[config.mk]
export PLATFORM = sky130hd
export DESIGN_NAME = spi_nor_flash_command_sequencer
export DESIGN_NICKNAME = d
export VERILOG_FILES = /design/src/rtl/snfc_pkg.sv /design/src/rtl/spi_nor_flash_command_sequencer.sv /design/src/rtl/snfc_front.sv /design/src/rtl/snfc_queue.sv /design/src/rtl/snfc_back.sv
export SDC_FILE = /design/constraint.sdc
export NUM_CORES = 1
export LEC_CHECK = 0
export ABC_AREA = 1
export BUFFER_PORTS_ARGS = -buffer_cell sky130_fd_sc_hd__buf_2
export CORE_MARGIN = 2
export CORE_UTILIZATION = 55
export DETAILED_ROUTE_END_ITERATION = 7
export PLACE_DENSITY = 0.81
export SLEW_MARGIN = 20
export SYNTH_ARGS = -nofsm -noshare
export SYNTH_HDL_FRONTEND = slang
export SYNTH_SLANG_ARGS = --single-unit
[constraint.sdc]
create_clock -name clock -period 4.4 [get_ports clock]
set_input_delay 0.66 -clock clock [delete_from_list [all_inputs] [get_ports clock]]
set_output_delay 0.66 -clock clock [all_outputs]
set_load 0.02 [all_outputs]
[src/rtl/snfc_pkg.sv]
// Shared types and constants of the SPI NOR flash command sequencer.
// Used by the front end, the job queue, the back end and the top level.
package snfc_pkg;

   localparam int ADDR_W = 24;
   localparam int DEF_PAGE_BYTES = 256;
   localparam int DEF_SECTOR_BYTES = 4096;
   localparam logic [15:0] POLL_LIMIT_RESET = 16'd500;

   localparam int QUEUE_DEPTH = 4;
   localparam int QPTR_W = $clog2(QUEUE_DEPTH);

   // Request opcodes.
   localparam logic [1:0] OP_READ = 2'd0;
   localparam logic [1:0] OP_WRITE = 2'd1;
   localparam logic [1:0] OP_ERASE = 2'd2;
   localparam logic [1:0] OP_STATUS = 2'd3;

   // Completion codes.
   localparam logic [2:0] ST_NONE = 3'd0;
   localparam logic [2:0] ST_DONE = 3'd1;
   localparam logic [2:0] ST_TIMEOUT = 3'd2;
   localparam logic [2:0] ST_MISALIGN = 3'd3;
   localparam logic [2:0] ST_SEQUENCE = 3'd4;

   // Flash commands.
   localparam logic [7:0] CMD_WREN = 8'h06;
   localparam logic [7:0] CMD_READ = 8'h03;
   localparam logic [7:0] CMD_PROGRAM = 8'h02;
   localparam logic [7:0] CMD_ERASE = 8'h20;
   localparam logic [7:0] CMD_RDSR = 8'h05;
   localparam logic [7:0] DUMMY_BYTE = 8'hFF;

   // A job is a set of slots of one canonical word sequence, sent lowest slot first.
   localparam int NUM_SLOTS = 9;
   localparam int SLOT_W = $clog2(NUM_SLOTS);
   localparam logic [SLOT_W-1:0] SLOT_WREN = SLOT_W'(0);
   localparam logic [SLOT_W-1:0] SLOT_CMD = SLOT_W'(1);
   localparam logic [SLOT_W-1:0] SLOT_ADDR_HI = SLOT_W'(2);
   localparam logic [SLOT_W-1:0] SLOT_ADDR_MID = SLOT_W'(3);
   localparam logic [SLOT_W-1:0] SLOT_ADDR_LO = SLOT_W'(4);
   localparam logic [SLOT_W-1:0] SLOT_DATA = SLOT_W'(5);
   localparam logic [SLOT_W-1:0] SLOT_POLL_CMD = SLOT_W'(6);
   localparam logic [SLOT_W-1:0] SLOT_POLL_RD = SLOT_W'(7);
   localparam logic [SLOT_W-1:0] SLOT_REPORT = SLOT_W'(8);

   localparam logic [NUM_SLOTS-1:0] MASK_WREN = NUM_SLOTS'(1) << SLOT_WREN;
   localparam logic [NUM_SLOTS-1:0] MASK_HEADER = (NUM_SLOTS'(1) << SLOT_CMD)
      | (NUM_SLOTS'(1) << SLOT_ADDR_HI) | (NUM_SLOTS'(1) << SLOT_ADDR_MID)
      | (NUM_SLOTS'(1) << SLOT_ADDR_LO);
   localparam logic [NUM_SLOTS-1:0] MASK_DATA = NUM_SLOTS'(1) << SLOT_DATA;
   localparam logic [NUM_SLOTS-1:0] MASK_POLL = (NUM_SLOTS'(1) << SLOT_POLL_CMD)
      | (NUM_SLOTS'(1) << SLOT_POLL_RD);
   localparam logic [NUM_SLOTS-1:0] MASK_REPORT = NUM_SLOTS'(1) << SLOT_REPORT;

   typedef struct packed {
      logic [NUM_SLOTS-1:0] mask;
      logic [7:0]           cmd;
      logic [ADDR_W-1:0]    addr;
      logic                 addr_end;
      logic [7:0]           data;
      logic                 data_end;
      logic                 data_cap;
      logic [2:0]           code;
   } job_type;

endpackage

[src/rtl/spi_nor_flash_command_sequencer.sv]
// SPI NOR flash command sequencer, top level. A request makes 0 to 8 result
// words. Throughput: one result word per cycle from the output register while
// rsp_tready is high; a request is accepted each cycle while the four-entry job
// queue has room, so the back end, which sends the words of each job in turn (up
// to 8 per request), sets the sustained rate.
// Reset (synchronous, active high) returns to idle, poll limit 500, queue empty.
module spi_nor_flash_command_sequencer
   import snfc_pkg::*;
#(
   parameter int PAGE_BYTES = DEF_PAGE_BYTES,
   parameter int SECTOR_BYTES = DEF_SECTOR_BYTES
) (
   input  logic        clock,
   input  logic        reset,
   input  logic        csr_wr_en,
   input  logic [15:0] csr_wr_data,   // poll_limit
   input  logic        req_tvalid,
   output logic        req_tready,
   input  logic [55:0] req_tdata,     // address[23:0], data_byte[31:24], erase_length[55:32]
   input  logic [2:0]  req_tuser,     // opcode[1:0], first_item[2]
   input  logic        req_tlast,     // last_item
   output logic        rsp_tvalid,
   input  logic        rsp_tready,
   output logic [15:0] rsp_tdata,     // tx_byte[7:0], frame_end[8], capture[9],
                                      // status_code[12:10], zero[15:13]
   output logic        rsp_tuser,     // bus_valid
   output logic        rsp_tlast      // last_result
);

   logic    accept;
   logic    q_push, q_pop, q_full, q_not_empty;
   job_type q_in_job, q_out_job;

   assign req_tready = !q_full;
   assign accept = req_tvalid && req_tready;

   snfc_front #(
      .PAGE_BYTES(PAGE_BYTES),
      .SECTOR_BYTES(SECTOR_BYTES)
   ) u_front (
      .clock(clock),
      .reset(reset),
      .csr_wr_en(csr_wr_en),
      .csr_wr_data(csr_wr_data),
      .accept(accept),
      .opcode(req_tuser[1:0]),
      .address(req_tdata[23:0]),
      .data_byte(req_tdata[31:24]),
      .first_item(req_tuser[2]),
      .last_item(req_tlast),
      .erase_length(req_tdata[55:32]),
      .push(q_push),
      .push_job(q_in_job)
   );

   snfc_queue u_queue (
      .clock(clock),
      .reset(reset),
      .push(q_push),
      .push_job(q_in_job),
      .pop(q_pop),
      .pop_job(q_out_job),
      .full(q_full),
      .not_empty(q_not_empty)
   );

   snfc_back u_back (
      .clock(clock),
      .reset(reset),
      .job_valid(q_not_empty),
      .job_head(q_out_job),
      .job_pop(q_pop),
      .rsp_tvalid(rsp_tvalid),
      .rsp_tready(rsp_tready),
      .rsp_tdata(rsp_tdata),
      .rsp_tuser(rsp_tuser),
      .rsp_tlast(rsp_tlast)
   );

   a_no_push_when_full: assert property (@(posedge clock) disable iff (reset)
      q_push |-> !q_full)
      else $error("job pushed into a full queue");

   a_no_pop_when_empty: assert property (@(posedge clock) disable iff (reset)
      q_pop |-> q_not_empty)
      else $error("job popped from an empty queue");

   a_report_is_last: assert property (@(posedge clock) disable iff (reset)
      (rsp_tvalid && !rsp_tuser) |-> rsp_tlast)
      else $error("completion report not marked as last word");

   a_bus_word_no_code: assert property (@(posedge clock) disable iff (reset)
      (rsp_tvalid && rsp_tuser) |-> (rsp_tdata[12:10] == ST_NONE))
      else $error("bus word carries a completion code");

   a_idle_after_reset: assert property (@(posedge clock)
      reset |=> !rsp_tvalid)
      else $error("result word valid right after reset");

endmodule

[src/rtl/snfc_front.sv]
// Front end: holds the sequencing state and the poll limit, checks each request
// and turns it into a job descriptor. Depends on snfc_pkg.
module snfc_front
   import snfc_pkg::*;
#(
   parameter int PAGE_BYTES = DEF_PAGE_BYTES,
   parameter int SECTOR_BYTES = DEF_SECTOR_BYTES
) (
   input  logic              clock,
   input  logic              reset,
   input  logic              csr_wr_en,
   input  logic [15:0]       csr_wr_data,
   input  logic              accept,
   input  logic [1:0]        opcode,
   input  logic [ADDR_W-1:0] address,
   input  logic [7:0]        data_byte,
   input  logic              first_item,
   input  logic              last_item,
   input  logic [ADDR_W-1:0] erase_length,
   output logic              push,
   output job_type           push_job
);

   localparam int PAGE_W = $clog2(PAGE_BYTES);
   localparam int SECT_W = $clog2(SECTOR_BYTES);
   localparam int CNT_W = ADDR_W - SECT_W;

   localparam logic [2:0] M_IDLE = 3'd0;
   localparam logic [2:0] M_READ = 3'd1;
   localparam logic [2:0] M_WRITE = 3'd2;
   localparam logic [2:0] M_WPOLL = 3'd3;
   localparam logic [2:0] M_EPOLL = 3'd4;

   logic [15:0]       poll_limit_ff;
   logic [2:0]        mode_ff, mode_in;
   logic [ADDR_W-1:0] position_ff, position_in;
   logic [CNT_W-1:0]  sectors_left_ff, sectors_left_in;
   logic [15:0]       polls_left_ff, polls_left_in;
   logic              page_open_ff, page_open_in;
   logic              write_finished_ff, write_finished_in;

   logic [15:0]       limit_m1;
   logic [ADDR_W-1:0] wr_pos, wr_next;
   logic              wr_close;
   job_type           job;

   assign limit_m1 = (poll_limit_ff == 16'd0) ? 16'd0 : poll_limit_ff - 16'd1;
   assign wr_pos = first_item ? address : position_ff;
   assign wr_next = wr_pos + ADDR_W'(1);
   assign wr_close = last_item || (wr_next[PAGE_W-1:0] == '0);

   always_comb begin
      mode_in = mode_ff;
      position_in = position_ff;
      sectors_left_in = sectors_left_ff;
      polls_left_in = polls_left_ff;
      page_open_in = page_open_ff;
      write_finished_in = write_finished_ff;
      job = '0;
      if (opcode == OP_READ && ((mode_ff == M_IDLE && first_item)
            || (mode_ff == M_READ && !first_item))) begin
         job.mask = MASK_DATA;
         job.cmd = CMD_READ;
         job.addr = address;
         job.data = DUMMY_BYTE;
         job.data_end = last_item;
         job.data_cap = 1'b1;
         job.code = ST_DONE;
         if (first_item) begin
            job.mask = job.mask | MASK_HEADER;
            mode_in = M_READ;
         end
         if (last_item) begin
            job.mask = job.mask | MASK_REPORT;
            mode_in = M_IDLE;
         end
      end else if (opcode == OP_WRITE && ((mode_ff == M_IDLE && first_item)
            || (mode_ff == M_WRITE && !first_item))) begin
         job.mask = MASK_DATA;
         job.cmd = CMD_PROGRAM;
         job.addr = wr_pos;
         job.data = data_byte;
         job.data_end = wr_close;
         mode_in = M_WRITE;
         position_in = wr_next;
         page_open_in = 1'b1;
         if (first_item || !page_open_ff) begin
            job.mask = job.mask | MASK_WREN | MASK_HEADER;
         end
         if (wr_close) begin
            job.mask = job.mask | MASK_POLL;
            page_open_in = 1'b0;
            write_finished_in = last_item;
            polls_left_in = limit_m1;
            mode_in = M_WPOLL;
         end
      end else if (opcode == OP_ERASE && mode_ff == M_IDLE) begin
         if ((|address[SECT_W-1:0]) || (|erase_length[SECT_W-1:0])) begin
            job.mask = MASK_REPORT;
            job.code = ST_MISALIGN;
         end else if (erase_length == '0) begin
            job.mask = MASK_REPORT;
            job.code = ST_DONE;
         end else begin
            job.mask = MASK_WREN | MASK_HEADER | MASK_POLL;
            job.cmd = CMD_ERASE;
            job.addr = address;
            job.addr_end = 1'b1;
            position_in = address + ADDR_W'(SECTOR_BYTES);
            sectors_left_in = erase_length[ADDR_W-1:SECT_W] - CNT_W'(1);
            polls_left_in = limit_m1;
            mode_in = M_EPOLL;
         end
      end else if (opcode == OP_STATUS && (mode_ff == M_WPOLL || mode_ff == M_EPOLL)) begin
         if (data_byte[0]) begin
            if (polls_left_ff == 16'd0) begin
               job.mask = MASK_REPORT;
               job.code = ST_TIMEOUT;
               mode_in = M_IDLE;
               page_open_in = 1'b0;
               write_finished_in = 1'b0;
               sectors_left_in = '0;
            end else begin
               job.mask = MASK_POLL;
               polls_left_in = polls_left_ff - 16'd1;
            end
         end else if (mode_ff == M_WPOLL) begin
            // A ready status between pages sends nothing; the next byte reopens a page.
            if (write_finished_ff) begin
               job.mask = MASK_REPORT;
               job.code = ST_DONE;
               write_finished_in = 1'b0;
               mode_in = M_IDLE;
            end else begin
               mode_in = M_WRITE;
            end
         end else if (sectors_left_ff == '0) begin
            job.mask = MASK_REPORT;
            job.code = ST_DONE;
            mode_in = M_IDLE;
         end else begin
            job.mask = MASK_WREN | MASK_HEADER | MASK_POLL;
            job.cmd = CMD_ERASE;
            job.addr = position_ff;
            job.addr_end = 1'b1;
            position_in = position_ff + ADDR_W'(SECTOR_BYTES);
            sectors_left_in = sectors_left_ff - CNT_W'(1);
            polls_left_in = limit_m1;
         end
      end else begin
         job.mask = MASK_REPORT;
         job.code = ST_SEQUENCE;
      end
   end

   assign push = accept && (job.mask != '0);
   assign push_job = job;

   always_ff @(posedge clock) begin
      if (reset) begin
         poll_limit_ff <= POLL_LIMIT_RESET;
         mode_ff <= M_IDLE;
         position_ff <= '0;
         sectors_left_ff <= '0;
         polls_left_ff <= '0;
         page_open_ff <= 1'b0;
         write_finished_ff <= 1'b0;
      end else begin
         if (csr_wr_en) begin
            poll_limit_ff <= csr_wr_data;
         end
         if (accept) begin
            mode_ff <= mode_in;
            position_ff <= position_in;
            sectors_left_ff <= sectors_left_in;
            polls_left_ff <= polls_left_in;
            page_open_ff <= page_open_in;
            write_finished_ff <= write_finished_in;
         end
      end
   end

endmodule

[src/rtl/snfc_queue.sv]
// Short job queue between the front end and the back end.
// Depends on snfc_pkg for the job type and the depth.
module snfc_queue
   import snfc_pkg::*;
(
   input  logic    clock,
   input  logic    reset,
   input  logic    push,
   input  job_type push_job,
   input  logic    pop,
   output job_type pop_job,
   output logic    full,
   output logic    not_empty
);

   job_type             entry_ff [QUEUE_DEPTH];
   logic [QPTR_W-1:0]   wr_ptr_ff, wr_ptr_in;
   logic [QPTR_W-1:0]   rd_ptr_ff, rd_ptr_in;
   logic [QPTR_W:0]     count_ff, count_in;

   assign full = (count_ff == (QPTR_W + 1)'(QUEUE_DEPTH));
   assign not_empty = (count_ff != '0);
   assign pop_job = entry_ff[rd_ptr_ff];

   always_comb begin
      wr_ptr_in = push ? wr_ptr_ff + QPTR_W'(1) : wr_ptr_ff;
      rd_ptr_in = pop ? rd_ptr_ff + QPTR_W'(1) : rd_ptr_ff;
      count_in = count_ff + (QPTR_W + 1)'(push) - (QPTR_W + 1)'(pop);
   end

   always_ff @(posedge clock) begin
      if (push) begin
         entry_ff[wr_ptr_ff] <= push_job;
      end
   end

   always_ff @(posedge clock) begin
      if (reset) begin
         wr_ptr_ff <= '0;
         rd_ptr_ff <= '0;
         count_ff <= '0;
      end else begin
         wr_ptr_ff <= wr_ptr_in;
         rd_ptr_ff <= rd_ptr_in;
         count_ff <= count_in;
      end
   end

endmodule

[src/rtl/snfc_back.sv]
// Back end: walks the slots of one job at a time and drives the result words
// from an output register. Depends on snfc_pkg.
module snfc_back
   import snfc_pkg::*;
(
   input  logic    clock,
   input  logic    reset,
   input  logic    job_valid,
   input  job_type job_head,
   output logic    job_pop,
   output logic    rsp_tvalid,
   input  logic    rsp_tready,
   output logic [15:0] rsp_tdata,
   output logic    rsp_tuser,
   output logic    rsp_tlast
);

   job_type               cur_ff;
   logic [NUM_SLOTS-1:0]  mask_ff, mask_in;
   logic [NUM_SLOTS-1:0]  low_bit, rest;
   logic [SLOT_W-1:0]     slot;
   logic                  out_free, emit;

   logic                  rsp_valid_ff, rsp_valid_in;
   logic                  bus_ff, bus_in;
   logic [7:0]            tx_ff, tx_in;
   logic                  fe_ff, fe_in;
   logic                  cap_ff, cap_in;
   logic [2:0]            code_ff, code_in;
   logic                  last_ff, last_in;

   assign low_bit = mask_ff & (~mask_ff + NUM_SLOTS'(1));
   assign rest = mask_ff & ~low_bit;
   assign out_free = !rsp_valid_ff || rsp_tready;
   assign emit = out_free && (mask_ff != '0);
   // The next job is loaded as the current one hands over its final word.
   assign job_pop = job_valid && ((mask_ff == '0) || (emit && (rest == '0)));

   always_comb begin
      slot = '0;
      for (int i = NUM_SLOTS - 1; i >= 0; i--) begin
         if (mask_ff[i]) begin
            slot = SLOT_W'(i);
         end
      end
   end

   always_comb begin
      bus_in = 1'b1;
      tx_in = 8'h00;
      fe_in = 1'b0;
      cap_in = 1'b0;
      code_in = ST_NONE;
      last_in = (rest == '0);
      case (slot)
         SLOT_WREN: begin
            tx_in = CMD_WREN;
            fe_in = 1'b1;
         end
         SLOT_CMD: tx_in = cur_ff.cmd;
         SLOT_ADDR_HI: tx_in = cur_ff.addr[23:16];
         SLOT_ADDR_MID: tx_in = cur_ff.addr[15:8];
         SLOT_ADDR_LO: begin
            tx_in = cur_ff.addr[7:0];
            fe_in = cur_ff.addr_end;
         end
         SLOT_DATA: begin
            tx_in = cur_ff.data;
            fe_in = cur_ff.data_end;
            cap_in = cur_ff.data_cap;
         end
         SLOT_POLL_CMD: tx_in = CMD_RDSR;
         SLOT_POLL_RD: begin
            tx_in = DUMMY_BYTE;
            fe_in = 1'b1;
            cap_in = 1'b1;
         end
         SLOT_REPORT: begin
            bus_in = 1'b0;
            code_in = cur_ff.code;
         end
         default: bus_in = 1'b1;
      endcase
   end

   always_comb begin
      if (job_pop) begin
         mask_in = job_head.mask;
      end else if (emit) begin
         mask_in = rest;
      end else begin
         mask_in = mask_ff;
      end
      if (emit) begin
         rsp_valid_in = 1'b1;
      end else if (rsp_tready) begin
         rsp_valid_in = 1'b0;
      end else begin
         rsp_valid_in = rsp_valid_ff;
      end
   end

   always_ff @(posedge clock) begin
      if (reset) begin
         mask_ff <= '0;
         rsp_valid_ff <= 1'b0;
      end else begin
         mask_ff <= mask_in;
         rsp_valid_ff <= rsp_valid_in;
      end
   end

   always_ff @(posedge clock) begin
      if (job_pop) begin
         cur_ff <= job_head;
      end
      if (emit) begin
         bus_ff <= bus_in;
         tx_ff <= tx_in;
         fe_ff <= fe_in;
         cap_ff <= cap_in;
         code_ff <= code_in;
         last_ff <= last_in;
      end
   end

   assign rsp_tvalid = rsp_valid_ff;
   assign rsp_tdata = {3'b000, code_ff, cap_ff, fe_ff, tx_ff};
   assign rsp_tuser = bus_ff;
   assign rsp_tlast = last_ff;

endmodule
==> impl_results.md <==
* Final GP Congestion at 0.9541
* DR vias/cell at 5.657
* Crit path from: u_front.sectors_left_ff[0]
* Final Max Tran Viols at 0
* Kind of critical path: reg2reg
* Leakage at 7.194 nW
* Mean routed wirelength per cell at 16.93 um
* Final Skew at 0.01303 ns
* Vias in the first global route at 12.22k
* Max clock buf depth at 3
* Power Density at 590.0 nW/um^2
* Clock share of power at 30.3%
* Layout area overhead at 13.46%
* FF/Latch Area at 8630 um^2
* Post-synthesis sequential area ratio at 54.99%
* Worst Setup Start Kind: flop
* Core Box Area at 27,930 um^2
* Die Ht at 172.9 um
* Port-buffer cells at 97
* # diodes at 0
* Psw at 3.593 mW
* DRT iter0 DRCs at 1,396
* Least-Margin Pin Slew at 0.9675 ns
* CP max FO at 6
* Yosys Warn Count at 0
* Postcts setup bufs at 0
* DRT Wirelength at 38,920 um
* Sw frac at 34.21%
* Final Cycle Share at 76.94%
* R2r worst-path depth at 16
* Die area at 29,900 um^2
* Post-synth cell types at 49
* Combinational power share at 28.7%
* CP Data Arrival Time at 3.82 ns
* RR Endpoint: u_queue.count_ff[1]
* Die W at 172.9 um
* Fillers at 2,290
* Synth Register Bits at 318
* TritonCTS Buffers at 35
* First-pass GRT wire length at 62,490 um
* GRT overflow at 0
* Outcome: finished clean
* Most frequent CP cell: nand2_1
* Worst r2r src: u_front.sectors_left_ff[0]
* Pint at 6.911 mW
* Nets at 1,989
* Final setup vio count at 0
* Dpl hpwl at 26,420 um
* Fmax at 295.4 MHz
* Relative slew slack at 35.30%
* Worst Hold Class: in2reg
* Worst setup endpoint: u_queue.count_ff[1]
* Cts hold-fix bufs at 0
* Critical Path RT at 4.84 ns
* Slowest cell on crit path: fa_1
* Hold Crit Start: csr_wr_data[7]
* Initial antenna violation count at 0
* Peak supply drop at 0.3504 mV
* CTS H-tree lvls at 2
* Row count at 61
* Worst-skew pair later-pin latency at 0.52 ns
* Multi-input gate area at 6027 um^2
* Io pins at 101
* Synth Cell Area at 15,690 um^2
* Post-Synthesis Cells at 1,810
* CP Depth at 16
* Critical Path End Type: flop
* Resized Gates After CTS at 0
* Fin. Hold Viols at 0
* Layout Utilization at 63.73%
* Critical Path Max Stage Delay at 0.50 ns
* Clk pin slew, worst setup/hold paths at 0.06 ns
* RSZ-0062 raised after global routing: no
* Fin crit period at 3.385 ns
* Mean area per synthesized cell at 8.669 um^2
* Vias at 13.01k
* GRT Total Usage at 25.90%
* Sink Count at 318
* Number of max-cap violations at 0
* # DRC at 0
* WP buf/inv at 4
* Reg power frac at 41.0%
* Antenna Violating Nets Remaining at 0
* CTS tree: done
* Initial core utilization at 56.17%
* Largest net degree at the start of global routing at 87
* Root Driver: clkbuf_16
* Cell family with most CP delay: simple AND/OR/NAND/NOR gates
* Share of cells above drive strength 1 at 11.24%
* Setup TNS at 0 ns
* R2R Setup Slk at 1.01 ns
* TritonRoute pass-1 iters at 5
* Critical Path, Cell by Cell: inv_1 > ha_1 > nand2_1 > nor2_1 > nand2_1 > nand4_1 > nand4_1 > nor2_1 > nand2_1 > nand2_1 > buf_4 > inv_1 > ha_1 > fa_1 > inv_1 > nor2_1
cell usage in the layout (no fill, tap or decap), drive strengths merged, types with 2 or more instances in the layout:
cell,Yosys,routed
clkinv,3,14
inv,184,187
buf,32,122
o211ai,3,3
ha,13,13
o221ai,9,9
clkinvlp,0,2
o21ai,229,229
a31oi,15,15
nand4,25,25
a21oi,86,86
nor4,3,3
o22ai,52,52
clkbuf,45,41
nor2,290,290
edfxtp,226,226
a221oi,10,10
nor3,20,20
xnor2,10,10
a211oi,2,2
dfxtp,92,92
nand2,324,324
xor2,33,33
nand3b,6,6
bufinv,0,7
nand3,75,75
a22oi,6,6
or2,7,7
conb,1,3
cells by family (layout without fill, tap and decap cells):
family	Yosys count	after routing	synth area share, %
flip-flops	318	318	54.99
AND/OR/NAND/NOR	752	752	19.89
other	1	3	0.02390
AO/OA/AOI/OAI	417	417	14.62
XOR/XNOR	43	43	2.400
multiplexers	1	1	0.06379
adder cells (fa/ha/maj)	14	14	1.164
buffers and inverters	264	373	6.841
metrics by stage:
stage               area, um^2  hold slack (ns)  worst slack, ns  cells  power [mW]
CTS                      17800           0.3342            1.048   2299       10.52
global route             17800           0.3444           0.7665   2299       11.10
floorplan                15700           0.4392          0.07574   1812       6.395
finish                   17800           0.3526            1.015   2299       10.50
detailed placement       16530           0.4551           0.5548   2235       7.324
global placement         16530           0.4521           0.6298   2235       7.196
cells in the mapped netlist (all sizes together):
master,instances,area share (%)
nor2,290,7.0
a211oi,2,0.096
o31ai,1,0.048
clkbuf,45,1.1
o21ai,229,7.4
o32ai,1,0.056
dfxtp,92,12
nor3,20,0.64
nand4,25,1.0
or2,7,0.28
a41oi,1,0.056
a31oi,15,0.60
o2111ai,1,0.056
edfxtp,226,43
a21oi,86,2.7
o211ai,3,0.14
xor2,33,1.8
ha,13,1.0
o22ai,52,2.1
o221ai,9,0.50
inv,184,4.4
conb,1,0.024
a22oi,6,0.29
mux2i,1,0.064
xnor2,10,0.56
nand3b,6,0.29
clkinv,3,0.072
nand2,324,8.0
a221oi,10,0.56
nor3b,1,0.048
buf,32,1.3
nor4,3,0.12
fa,1,0.13
nand3,75,2.5
and3,1,0.040
a2bb2oi,1,0.056
layer usage:
metal  global-route usage (%)  share of wire [%]
met2                    42.28                 47
met5                        0                  0
met4                    8.863                2.6
met1                    35.47                 43
met3                    4.046                7.5
tightest hold or removal path: stages:
cell     delay [ns]
buf_2          0.07
nand2_1        0.04
nand3_1        0.06
sequential cells by signal, indices dropped and copies added, names as in the netlist, 3 cells and up, named ones only:
register	flops
u_front.polls_left_ff	16
u_back.cur_ff	39
u_front.position_ff	24
u_back.tx_ff	8
u_front.sectors_left_ff	12
u_queue.count_ff	3
u_queue.entry_ff	172
u_back.code_ff	3
u_back.mask_ff	9
u_front.mode_ff	3
u_front.poll_limit_ff	16
layout make-up:
type	count	share of cell area (%)
repair buffers	122	3.922
flip-flops and latches	318	48.47
well taps	378	2.657
clock buffers	41	5.341
inverters	187	3.957
clock inverters	23	1.799
multi-input cells	1230	33.85
worst min-delay path by stage:
stage                                   to  slack, ns  depth (start not counted)
2_1_floorplan  u_front.sectors_left_ff[11]       0.44                          2
3_3_place_gp   u_front.sectors_left_ff[11]       0.45                          2
3_5_place_dp   u_front.sectors_left_ff[11]       0.46                          2
4_1_cts           u_front.poll_limit_ff[7]       0.33                          3
5_1_grt           u_front.poll_limit_ff[7]       0.34                          3
6_report          u_front.poll_limit_ff[7]       0.35                          3
power groups by stage:
stage,clock network (mW),registers [mW],logic [mW]
global route,3.36,4.36,3.39
floorplan,0,4.37,2.02
finish,3.19,4.31,3.01
CTS,3.22,4.31,2.99
global placement,0,4.34,2.86
detailed placement,0,4.36,2.97
Note: power is estimated with default switching activity, not from simulation.
